[config.mk]
export PLATFORM = sky130hd
export DESIGN_NAME = edf_tick_scheduler_core
export DESIGN_NICKNAME = d
export VERILOG_FILES = /design/src/design/edfs_pkg.sv /design/src/design/edfs_entry_ram.sv /design/src/design/edfs_seq.sv /design/src/design/edf_tick_scheduler_core.sv
export VERILOG_INCLUDE_DIRS = /design/src /design/src/design
export SDC_FILE = /design/constraint.sdc
export NUM_CORES = 1
export LEC_CHECK = 0
export ABC_AREA = 1
export BUFFER_PORTS_ARGS = -buffer_cell sky130_fd_sc_hd__clkbuf_2
export CAP_MARGIN = 20
export CORE_MARGIN = 3
export CORE_UTILIZATION = 60
export DETAILED_ROUTE_END_ITERATION = 8
export PLACE_DENSITY = 0.82
export SYNTH_ARGS = -nofsm -noshare
export SYNTH_HDL_FRONTEND = slang
export SYNTH_HIERARCHICAL = 1
export SYNTH_SLANG_ARGS = --single-unit
[constraint.sdc]
create_clock -name i_clk -period 8.5 [get_ports i_clk]
set_input_delay 1.7 -clock i_clk [delete_from_list [all_inputs] [get_ports i_clk]]
set_output_delay 1.7 -clock i_clk [all_outputs]
set_load 0.02 [all_outputs]
[src/design/edf_tick_scheduler_core_macros.svh]
// Assertion helpers shared by the scheduler modules.
`ifndef EDF_TICK_SCHEDULER_CORE_MACROS_SVH
`define EDF_TICK_SCHEDULER_CORE_MACROS_SVH

// Check the consequent in the same cycle as the antecedent.
`define EDFS_ASSERT_NOW(lbl, ante, cons, msg) \
    lbl: assert property (@(posedge i_clk) disable iff (!i_rst_n) (ante) |-> (cons)) \
        else $error(msg);

// Check the consequent in the cycle after the antecedent.
`define EDFS_ASSERT_NEXT(lbl, ante, cons, msg) \
    lbl: assert property (@(posedge i_clk) disable iff (!i_rst_n) \
        (i_rst_n && (ante)) |=> (cons)) \
        else $error(msg);

`endif

[src/design/edfs_pkg.sv]
package edfs_pkg;

    localparam int DEF_NUM_TASKS = 8;
    localparam int DEF_TIME_BITS = 32;

    localparam int FIELD_BITS    = 16;
    localparam int SLOT_BITS     = 32;
    localparam int COUNT_BITS    = 4;
    localparam int TASK_IDX_BITS = 3;
    localparam int OUT_TASK_BITS = 4;
    localparam int PICK_IDX_BITS = 6;
    localparam int CFG_ADDR_BITS = 3;
    localparam int CFG_DATA_BITS = 32;

    localparam logic [COUNT_BITS-1:0] RESET_TASK_COUNT = 4'd1;

    localparam logic KIND_LOAD = 1'b0;
    localparam logic KIND_TICK = 1'b1;

    localparam logic REG_TASK_COUNT = 1'b0;

    typedef enum logic [1:0] {
        SEQ_IDLE,
        SEQ_SCAN,
        SEQ_COMMIT
    } t_seq_state;

    typedef enum logic [1:0] {
        TOP_IDLE,
        TOP_BUSY,
        TOP_DONE
    } t_top_state;

    typedef struct packed {
        logic                     start;
        logic                     load;
        logic [TASK_IDX_BITS-1:0] idx;
        logic [FIELD_BITS-1:0]    period;
        logic [FIELD_BITS-1:0]    exec_time;
        logic [COUNT_BITS-1:0]    count;
        logic                     failed;
    } t_seq_req;

    typedef struct packed {
        logic                     done;
        logic                     fail;
        logic                     found;
        logic [PICK_IDX_BITS-1:0] pick_idx;
    } t_seq_rsp;

endpackage

[src/design/edfs_entry_ram.sv]
module edfs_entry_ram
    import edfs_pkg::*;
#(
    parameter int DEPTH  = DEF_NUM_TASKS,
    parameter int WIDTH  = DEF_TIME_BITS + 3 * FIELD_BITS,
    parameter int ADDR_W = 3
) (
    input  logic              i_clk,
    input  logic              i_wr_en,
    input  logic [ADDR_W-1:0] i_wr_addr,
    input  logic [WIDTH-1:0]  i_wr_data,
    input  logic              i_rd_en,
    input  logic [ADDR_W-1:0] i_rd_addr,
    output logic [WIDTH-1:0]  o_rd_data
);

    logic [WIDTH-1:0] r_mem [DEPTH];
    logic [WIDTH-1:0] r_rd_data;

    always_ff @(posedge i_clk) begin
        if (i_wr_en) begin
            r_mem[i_wr_addr] <= i_wr_data;
        end
    end

    always_ff @(posedge i_clk) begin
        if (i_rd_en) begin
            r_rd_data <= r_mem[i_rd_addr];
        end
    end

    assign o_rd_data = r_rd_data;

endmodule

[src/design/edfs_seq.sv]
`include "edf_tick_scheduler_core_macros.svh"

module edfs_seq
    import edfs_pkg::*;
#(
    parameter int NUM_TASKS = DEF_NUM_TASKS,
    parameter int TIME_BITS = DEF_TIME_BITS
) (
    input  logic                 i_clk,
    input  logic                 i_rst_n,
    input  t_seq_req             i_req,
    input  logic [TIME_BITS-1:0] i_time,
    output t_seq_rsp             o_rsp
);

    localparam int IDX_W  = (NUM_TASKS > 1) ? $clog2(NUM_TASKS) : 1;
    localparam int CNT_W  = $clog2(NUM_TASKS + 1);
    localparam int ENT_W  = TIME_BITS + 3 * FIELD_BITS;
    localparam int DL_LO  = 0;
    localparam int REM_LO = TIME_BITS;
    localparam int EXE_LO = TIME_BITS + FIELD_BITS;
    localparam int PER_LO = TIME_BITS + 2 * FIELD_BITS;

    t_seq_state r_state, n_state;

    logic [CNT_W-1:0] r_n;
    logic [CNT_W-1:0] r_issue;
    logic             r_fail;
    logic             r_b_valid;
    logic [IDX_W-1:0] r_b_idx;
    logic             r_c_valid;
    logic [IDX_W-1:0] r_c_idx;
    logic [ENT_W-1:0] r_c_ent;
    logic             r_best_valid;
    logic [IDX_W-1:0] r_best_idx;
    logic [ENT_W-1:0] r_best_ent;

    logic [ENT_W-1:0]           rd_data;
    logic                       rd_en;
    logic                       wr_en;
    logic [IDX_W-1:0]           wr_addr;
    logic [ENT_W-1:0]           wr_data;
    logic [TIME_BITS-1:0]       b_dl;
    logic [FIELD_BITS-1:0]      b_rem;
    logic [FIELD_BITS-1:0]      b_exe;
    logic [FIELD_BITS-1:0]      b_per;
    logic [TIME_BITS:0]         b_sum;
    logic                       b_hit;
    logic                       b_miss;
    logic [ENT_W-1:0]           b_new;
    logic                       c_take;
    logic [CNT_W+COUNT_BITS-1:0] count_ext;
    logic [CNT_W-1:0]           act_cnt;
    logic [IDX_W+TASK_IDX_BITS-1:0] idx_ext;
    logic [ENT_W-1:0]           load_ent;
    logic [ENT_W-1:0]           commit_ent;
    logic                       tick_start;

    edfs_entry_ram #(
        .DEPTH  (NUM_TASKS),
        .WIDTH  (ENT_W),
        .ADDR_W (IDX_W)
    ) u_ram (
        .i_clk     (i_clk),
        .i_wr_en   (wr_en),
        .i_wr_addr (wr_addr),
        .i_wr_data (wr_data),
        .i_rd_en   (rd_en),
        .i_rd_addr (r_issue[IDX_W-1:0]),
        .o_rd_data (rd_data)
    );

    assign tick_start = (r_state == SEQ_IDLE) && i_req.start && !i_req.load;
    assign rd_en      = (r_state == SEQ_SCAN) && (r_issue != r_n);

    assign count_ext = {{CNT_W{1'b0}}, i_req.count};
    assign act_cnt   = (count_ext > (CNT_W + COUNT_BITS)'(NUM_TASKS)) ?
                       CNT_W'(NUM_TASKS) : count_ext[CNT_W-1:0];
    assign idx_ext   = {{IDX_W{1'b0}}, i_req.idx};
    assign load_ent  = {i_req.period, i_req.exec_time, i_req.exec_time,
                        TIME_BITS'(i_req.period)};

    // release check on the entry just read
    always_comb begin
        b_dl   = rd_data[DL_LO +: TIME_BITS];
        b_rem  = rd_data[REM_LO +: FIELD_BITS];
        b_exe  = rd_data[EXE_LO +: FIELD_BITS];
        b_per  = rd_data[PER_LO +: FIELD_BITS];
        b_sum  = {1'b0, b_dl} + (TIME_BITS + 1)'(b_per);
        b_hit  = r_b_valid && !r_fail && (b_dl == i_time);
        b_new  = rd_data;
        b_miss = 1'b0;
        if (b_hit) begin
            if (b_sum[TIME_BITS]) begin
                b_new[DL_LO +: TIME_BITS] = '1;
                b_miss = 1'b1;
            end else begin
                b_new[DL_LO +: TIME_BITS] = b_sum[TIME_BITS-1:0];
                if (b_rem != '0) begin
                    b_miss = 1'b1;
                end else begin
                    b_new[REM_LO +: FIELD_BITS] = b_exe;
                end
            end
        end
    end

    assign c_take = r_c_valid && (r_c_ent[REM_LO +: FIELD_BITS] != '0) &&
                    (!r_best_valid ||
                     (r_c_ent[DL_LO +: TIME_BITS] < r_best_ent[DL_LO +: TIME_BITS]));

    always_comb begin
        commit_ent = r_best_ent;
        commit_ent[REM_LO +: FIELD_BITS] = r_best_ent[REM_LO +: FIELD_BITS] - 1'b1;
    end

    always_comb begin
        wr_en   = 1'b0;
        wr_addr = r_b_idx;
        wr_data = b_new;
        if ((r_state == SEQ_IDLE) && i_req.start && i_req.load) begin
            wr_en   = 1'b1;
            wr_addr = idx_ext[IDX_W-1:0];
            wr_data = load_ent;
        end else if (b_hit) begin
            wr_en = 1'b1;
        end else if ((r_state == SEQ_COMMIT) && !r_fail && r_best_valid) begin
            wr_en   = 1'b1;
            wr_addr = r_best_idx;
            wr_data = commit_ent;
        end
    end

    always_ff @(posedge i_clk) begin
        if (!i_rst_n) begin
            r_state <= SEQ_IDLE;
        end else begin
            r_state <= n_state;
        end
    end

    always_comb begin
        n_state        = r_state;
        o_rsp.done     = 1'b0;
        o_rsp.fail     = r_fail;
        o_rsp.found    = r_best_valid;
        o_rsp.pick_idx = PICK_IDX_BITS'(r_best_idx);
        unique case (r_state)
            SEQ_IDLE: begin
                if (tick_start) begin
                    n_state = SEQ_SCAN;
                end
            end
            SEQ_SCAN: begin
                if ((r_issue == r_n) && !r_b_valid && !r_c_valid) begin
                    n_state = SEQ_COMMIT;
                end
            end
            SEQ_COMMIT: begin
                o_rsp.done = 1'b1;
                n_state    = SEQ_IDLE;
            end
            default: begin
                n_state = SEQ_IDLE;
            end
        endcase
    end

    always_ff @(posedge i_clk) begin
        if (!i_rst_n) begin
            r_n          <= '0;
            r_issue      <= '0;
            r_fail       <= 1'b0;
            r_b_valid    <= 1'b0;
            r_c_valid    <= 1'b0;
            r_best_valid <= 1'b0;
        end else begin
            r_b_valid <= rd_en;
            r_c_valid <= r_b_valid;
            if (rd_en) begin
                r_issue <= r_issue + 1'b1;
            end
            if (b_miss) begin
                r_fail <= 1'b1;
            end
            if (c_take) begin
                r_best_valid <= 1'b1;
            end
            if (tick_start) begin
                r_n          <= i_req.failed ? '0 : act_cnt;
                r_issue      <= '0;
                r_fail       <= i_req.failed;
                r_best_valid <= 1'b0;
            end
        end
    end

    always_ff @(posedge i_clk) begin
        r_b_idx <= r_issue[IDX_W-1:0];
        r_c_idx <= r_b_idx;
        r_c_ent <= b_new;
        if (c_take) begin
            r_best_idx <= r_c_idx;
            r_best_ent <= r_c_ent;
        end
    end

    `EDFS_ASSERT_NEXT(a_done_idle, o_rsp.done, r_state == SEQ_IDLE, "scan did not return to idle")
    `EDFS_ASSERT_NOW(a_issue_bound, r_state == SEQ_SCAN, r_issue <= r_n, "read count overran task count")
    `EDFS_ASSERT_NOW(a_fail_src, (r_state == SEQ_SCAN) && ($past(r_state) == SEQ_SCAN) && $rose(r_fail), $past(r_b_valid), "miss raised without an entry in flight")

endmodule

[src/design/edf_tick_scheduler_core.sv]
// EDF tick scheduler. Load words (kind 0) write one task entry, reset the slot
// time and clear the failure flag; they give no result. Tick words (kind 1)
// release due tasks, pick the unfinished task with the earliest deadline
// (lowest index on ties) and return one result word. A tick passes through
// the accepting cycle, one entry memory with a single read port walked one
// task per cycle for task_count tasks (clamped to NUM_TASKS), the drain of
// the read and compare registers, the write-back of the picked task and the
// result hand-off. With task_count zero or after a failure no entry is read.
// While the output register still holds an unaccepted word, the tick waits
// at the hand-off. Configure task_count at APB address 0 only while idle.
`include "edf_tick_scheduler_core_macros.svh"

module edf_tick_scheduler_core
    import edfs_pkg::*;
#(
    parameter int NUM_TASKS = DEF_NUM_TASKS,
    parameter int TIME_BITS = DEF_TIME_BITS
) (
    input  logic                     i_clk,
    input  logic                     i_rst_n,

    input  logic                     i_in_valid,
    output logic                     o_in_stall,
    input  logic                     i_kind,
    input  logic [TASK_IDX_BITS-1:0] i_task_index,
    input  logic [FIELD_BITS-1:0]    i_period,
    input  logic [FIELD_BITS-1:0]    i_exec_time,

    output logic                     o_out_valid,
    input  logic                     i_out_stall,
    output logic [OUT_TASK_BITS-1:0] o_scheduled_task,
    output logic                     o_failed,
    output logic [SLOT_BITS-1:0]     o_slot_time,

    input  logic                     psel,
    input  logic                     penable,
    input  logic                     pwrite,
    input  logic [CFG_ADDR_BITS-1:0] paddr,
    input  logic [CFG_DATA_BITS-1:0] pwdata,
    output logic [CFG_DATA_BITS-1:0] prdata,
    output logic                     pready
);

    t_top_state r_state, n_state;

    logic [COUNT_BITS-1:0]    r_task_count;
    logic [TIME_BITS-1:0]     r_time;
    logic                     r_failed;
    logic [OUT_TASK_BITS-1:0] r_res_task;
    logic                     r_res_failed;
    logic [SLOT_BITS-1:0]     r_res_slot;
    logic                     r_out_valid;
    logic [OUT_TASK_BITS-1:0] r_out_task;
    logic                     r_out_failed;
    logic [SLOT_BITS-1:0]     r_out_slot;

    logic                          in_acc;
    logic                          load_ok;
    logic                          cfg_wr;
    logic                          out_free;
    logic                          fail_now;
    logic                          res_load;
    logic [PICK_IDX_BITS:0]        pick_num;
    logic [TIME_BITS+SLOT_BITS-1:0] time_ext;
    t_seq_req                      seq_req;
    t_seq_rsp                      seq_rsp;

    edfs_seq #(
        .NUM_TASKS (NUM_TASKS),
        .TIME_BITS (TIME_BITS)
    ) u_seq (
        .i_clk   (i_clk),
        .i_rst_n (i_rst_n),
        .i_req   (seq_req),
        .i_time  (r_time),
        .o_rsp   (seq_rsp)
    );

    assign pready   = 1'b1;
    assign cfg_wr   = psel && penable && pwrite && pready;
    assign in_acc   = i_in_valid && !o_in_stall;
    assign load_ok  = (32'(i_task_index) < NUM_TASKS);
    assign out_free = !r_out_valid || !i_out_stall;
    assign fail_now = r_failed || seq_rsp.fail;
    assign pick_num = {1'b0, seq_rsp.pick_idx} + 1'b1;
    assign time_ext = {{SLOT_BITS{1'b0}}, r_time};

    always_comb begin
        unique case (paddr[CFG_ADDR_BITS-1])
            REG_TASK_COUNT: prdata = CFG_DATA_BITS'(r_task_count);
            default:        prdata = '0;
        endcase
    end

    always_ff @(posedge i_clk) begin
        if (!i_rst_n) begin
            r_state <= TOP_IDLE;
        end else begin
            r_state <= n_state;
        end
    end

    always_comb begin
        n_state           = r_state;
        o_in_stall        = 1'b1;
        res_load          = 1'b0;
        seq_req.start     = 1'b0;
        seq_req.load      = (i_kind == KIND_LOAD);
        seq_req.idx       = i_task_index;
        seq_req.period    = i_period;
        seq_req.exec_time = i_exec_time;
        seq_req.count     = r_task_count;
        seq_req.failed    = r_failed;
        unique case (r_state)
            TOP_IDLE: begin
                o_in_stall    = 1'b0;
                seq_req.start = in_acc && ((i_kind == KIND_TICK) || load_ok);
                if (in_acc && (i_kind == KIND_TICK)) begin
                    n_state = TOP_BUSY;
                end
            end
            TOP_BUSY: begin
                if (seq_rsp.done) begin
                    n_state = TOP_DONE;
                end
            end
            TOP_DONE: begin
                if (out_free) begin
                    res_load = 1'b1;
                    n_state  = TOP_IDLE;
                end
            end
            default: begin
                n_state = TOP_IDLE;
            end
        endcase
    end

    always_ff @(posedge i_clk) begin
        if (!i_rst_n) begin
            r_task_count <= RESET_TASK_COUNT;
            r_time       <= '0;
            r_failed     <= 1'b0;
            r_out_valid  <= 1'b0;
        end else begin
            if (cfg_wr && (paddr[CFG_ADDR_BITS-1] == REG_TASK_COUNT)) begin
                r_task_count <= pwdata[COUNT_BITS-1:0];
            end
            if (in_acc && (i_kind == KIND_LOAD) && load_ok) begin
                r_time   <= '0;
                r_failed <= 1'b0;
            end
            if ((r_state == TOP_BUSY) && seq_rsp.done) begin
                r_failed <= fail_now;
                if (!fail_now && (r_time != '1)) begin
                    r_time <= r_time + 1'b1;
                end
            end
            if (res_load) begin
                r_out_valid <= 1'b1;
            end else if (!i_out_stall) begin
                r_out_valid <= 1'b0;
            end
        end
    end

    always_ff @(posedge i_clk) begin
        if ((r_state == TOP_BUSY) && seq_rsp.done) begin
            r_res_failed <= fail_now;
            r_res_slot   <= time_ext[SLOT_BITS-1:0];
            if (fail_now || !seq_rsp.found) begin
                r_res_task <= '0;
            end else begin
                r_res_task <= pick_num[OUT_TASK_BITS-1:0];
            end
        end
        if (res_load) begin
            r_out_task   <= r_res_task;
            r_out_failed <= r_res_failed;
            r_out_slot   <= r_res_slot;
        end
    end

    assign o_out_valid      = r_out_valid;
    assign o_scheduled_task = r_out_task;
    assign o_failed         = r_out_failed;
    assign o_slot_time      = r_out_slot;

    `EDFS_ASSERT_NEXT(a_fail_sticky,
        r_failed && !(in_acc && (i_kind == KIND_LOAD) && load_ok),
        r_failed, "failure flag dropped without a load")
    `EDFS_ASSERT_NEXT(a_time_step,
        (r_state == TOP_BUSY) && seq_rsp.done && !fail_now && (r_time != '1),
        r_time == $past(r_time) + 1'b1, "slot time did not advance")
    `EDFS_ASSERT_NOW(a_fail_idle, r_out_valid && r_out_failed, r_out_task == '0,
        "failed slot reports a task")

endmodule
==> results summary <==
The flow ran to the end, and the final reports show no timing, DRC or antenna violations. Timing would allow up to 203 MHz. The final worst clock skew came out at 0.0362 ns. After detailed routing, the number of vias per cell comes to 5.46. The HPWL after detailed placement is 66,700 um.

The highest fanout seen on the critical path came out at 52. The clock transition at the register clock pins on the worst setup and hold paths after CTS is 0.06 ns. The die is 286 um wide. The average cell area after synthesis came out at 9.16 um2.

The overall track demand over capacity in global routing came out at 0.274. The initial antenna violation count is 0. The number of hold-repair buffers added at the cts stage came out at 0. The quantity of gates resized following cts is 0. In this run the tightest slew margin relative to its limit is 0.205. The worst min-delay path class is register to register. The maximum resistive drop on vdd is 186 uV. The final setup violation count came out at 0. In the final layout, the share of cells above drive strength 1 is 0.0653. The number of standard cells after synthesis came out at 5,142.

The share of the clock period used by the worst path is 0.580. The post-route minimum period came out at 4.93 ns. The total overflow left after global routing is 0. STA puts the critical path data arrival time at 5.23 ns. The number of nets in the layout is 5,309. The starting density of the core is 0.607.

The max-slew violation count came out at 0. The number of placement rows is 102. The total number of vias is 34,400. Post-CTS timing repair inserted 0 buffers for setup.

The worst setup path is launched from an input pin. The count of input and output buffers is 90. STA classifies the critical path endpoint as a register. The area of the die came out at 81,900 um2. The number of nets with antenna violations after routing came out at 0. The count of max-cap constraint violations is 0. The count of synthesis-stage warnings from yosys is 6.

The mapped cell area came out at 47,100 um2. In the final routed layout, each cell accounts on average for 18.1 um. The number of inserted filler cells in the final layout came out at 5,568. The routed wire length came out at 114,000 um. Setup repair after global routing left no endpoint under its margin. TritonCTS built the clock tree. The transition at the pin with the smallest max-transition slack is 1.19 ns.

Summed over all failing endpoints, the final setup total negative slack is 0 ns. Counting along the longest clock path gives a buffer depth of 3. Setup slack on the critical path of the routed design comes to 3.57 ns. The critical path is of the input pin to register type. The static leakage is 23.4 nW. The number of search-and-repair iterations in the first detailed-routing pass is 8. For the worst setup path, the data required time is 8.80 ns. Entering global routing, the biggest net connects 123 pins. The number of global-route vias before repair is 33,200. The area used by multi-input combinational logic is 13,300 um2. The clock reaches the later pin of the worst-skew pair after 0.68 ns.

The first-pass GRT wire length is 175,000 um. The number of clock sinks is 1,017. The final hold violation count is 0. The total inserted antenna cells is 0.

The congestion estimate from routability-driven global placement came to 0.916. The number of buffers created by CTS came out at 100. The synthesis-to-layout area growth is 9.48%. Registers take 29,100 um2. The vertical extent of the die came out at 286 um. The count of pins on the block boundary is 150. At the placement stage, the worst setup path has a slack of 2.93 ns. CTS placed an instance of sky130_fd_sc_hd__clkbuf_16 at the clock tree root.

The area of the placeable core is 77,600 um2. The DRC violation count after routing is 0. The H-tree level count came out at 3. After the first detailed-routing iteration, the DRC count stood at 4,280. Dividing total power by cell area gives a power density of 201 nW/um2.
[state kept, by name, summed over array words and instances (netlist names), 32 cells and up]
register and count:
r_time 32, u_seq/r_c_ent 80, u_seq/u_ram/r_mem 640, o_slot_time 32, u_seq/u_ram/o_rd_data 80, r_res_slot 32, u_seq/r_best_ent 80
[path summary, 6_finish.rpt]
check / cells past startpoint / startpoint / slack (ns) / end
max reg2reg: 13 / u_seq/r_state[1]$_SDFFE_PN0P_ / 3.84 / u_seq/u_ram/r_mem[5][71]$_DFFE_PP_
min: 0 / u_seq/r_b_idx[2]$_DFF_P_ / 0.35 / u_seq/r_c_idx[2]$_DFF_P_
max: 11 / i_in_valid / 3.57 / u_seq/u_ram/r_mem[0][72]$_DFFE_PP_
min reg2reg: 0 / u_seq/r_b_idx[2]$_DFF_P_ / 0.35 / u_seq/r_c_idx[2]$_DFF_P_
[through the flow]
stage / hold slack (ns) / area (um2) / util / power (mW) / instances
after CTS: 0.351 / 51500 / 0.664 / 10.4 / 6304
after detailed placement: 0.340 / 48100 / 0.620 / 5.95 / 6116
after global routing: 0.364 / 51600 / 0.665 / 10.7 / 6305
after global placement: 0.333 / 48100 / 0.620 / 5.93 / 6116
after floorplan: 0.331 / 47200 / - / 5.84 / 5169
final: 0.350 / 51600 / 0.665 / 10.4 / 6305
[area by class of cell]
cell class | instances | area share
clock inverter | 53 | 0.0129
sequential | 1017 | 0.565
clock buffer | 135 | 0.0533
inverter | 957 | 0.0700
timing repair buffer | 127 | 0.0152
tap | 1040 | 0.0252
multi-input combinational | 2976 | 0.258
[layout by cell type (no fill, tap or decap), types with 68 or more instances in the layout]
cell,instances
sky130_fd_sc_hd__nand3_1,515
sky130_fd_sc_hd__dfxtp_1,137
sky130_fd_sc_hd__nand2_1,1818
sky130_fd_sc_hd__inv_1,947
sky130_fd_sc_hd__nor2_1,186
sky130_fd_sc_hd__edfxtp_1,877
sky130_fd_sc_hd__clkbuf_2,90
sky130_fd_sc_hd__o21ai_0,78
sky130_fd_sc_hd__clkbuf_16,102
sky130_fd_sc_hd__a21oi_1,68
[power breakdown]
group	total, mW	switching (mW)	internal, mW
Sequential	5.50	0.0226	5.48
Clock	4.53	1.88	2.65
Combinational	0.356	0.271	0.0847
[per-layer routing]
layer	up-vias	GRT usage	share of wire
li1	16200	-	-
met1	16000	0.351	0.38
met2	1905	0.463	0.48
met3	299	0.0486	0.10
met4	0	0.117	0.037
met5	-	0	0
[worst max-delay path, stage by stage]
cell                       delay [ns]
sky130_fd_sc_hd__clkbuf_2        0.08
sky130_fd_sc_hd__inv_1           0.05
sky130_fd_sc_hd__nor2_1          0.10
sky130_fd_sc_hd__nand3_4         0.33
sky130_fd_sc_hd__clkinv_1        0.82
sky130_fd_sc_hd__nand2_1         0.30
sky130_fd_sc_hd__o21ai_1         0.12
sky130_fd_sc_hd__inv_1           0.08
sky130_fd_sc_hd__nand2_1         0.22
sky130_fd_sc_hd__nor2_4          0.91
sky130_fd_sc_hd__buf_12          0.42
Note: power is estimated with default switching activity, not from simulation.
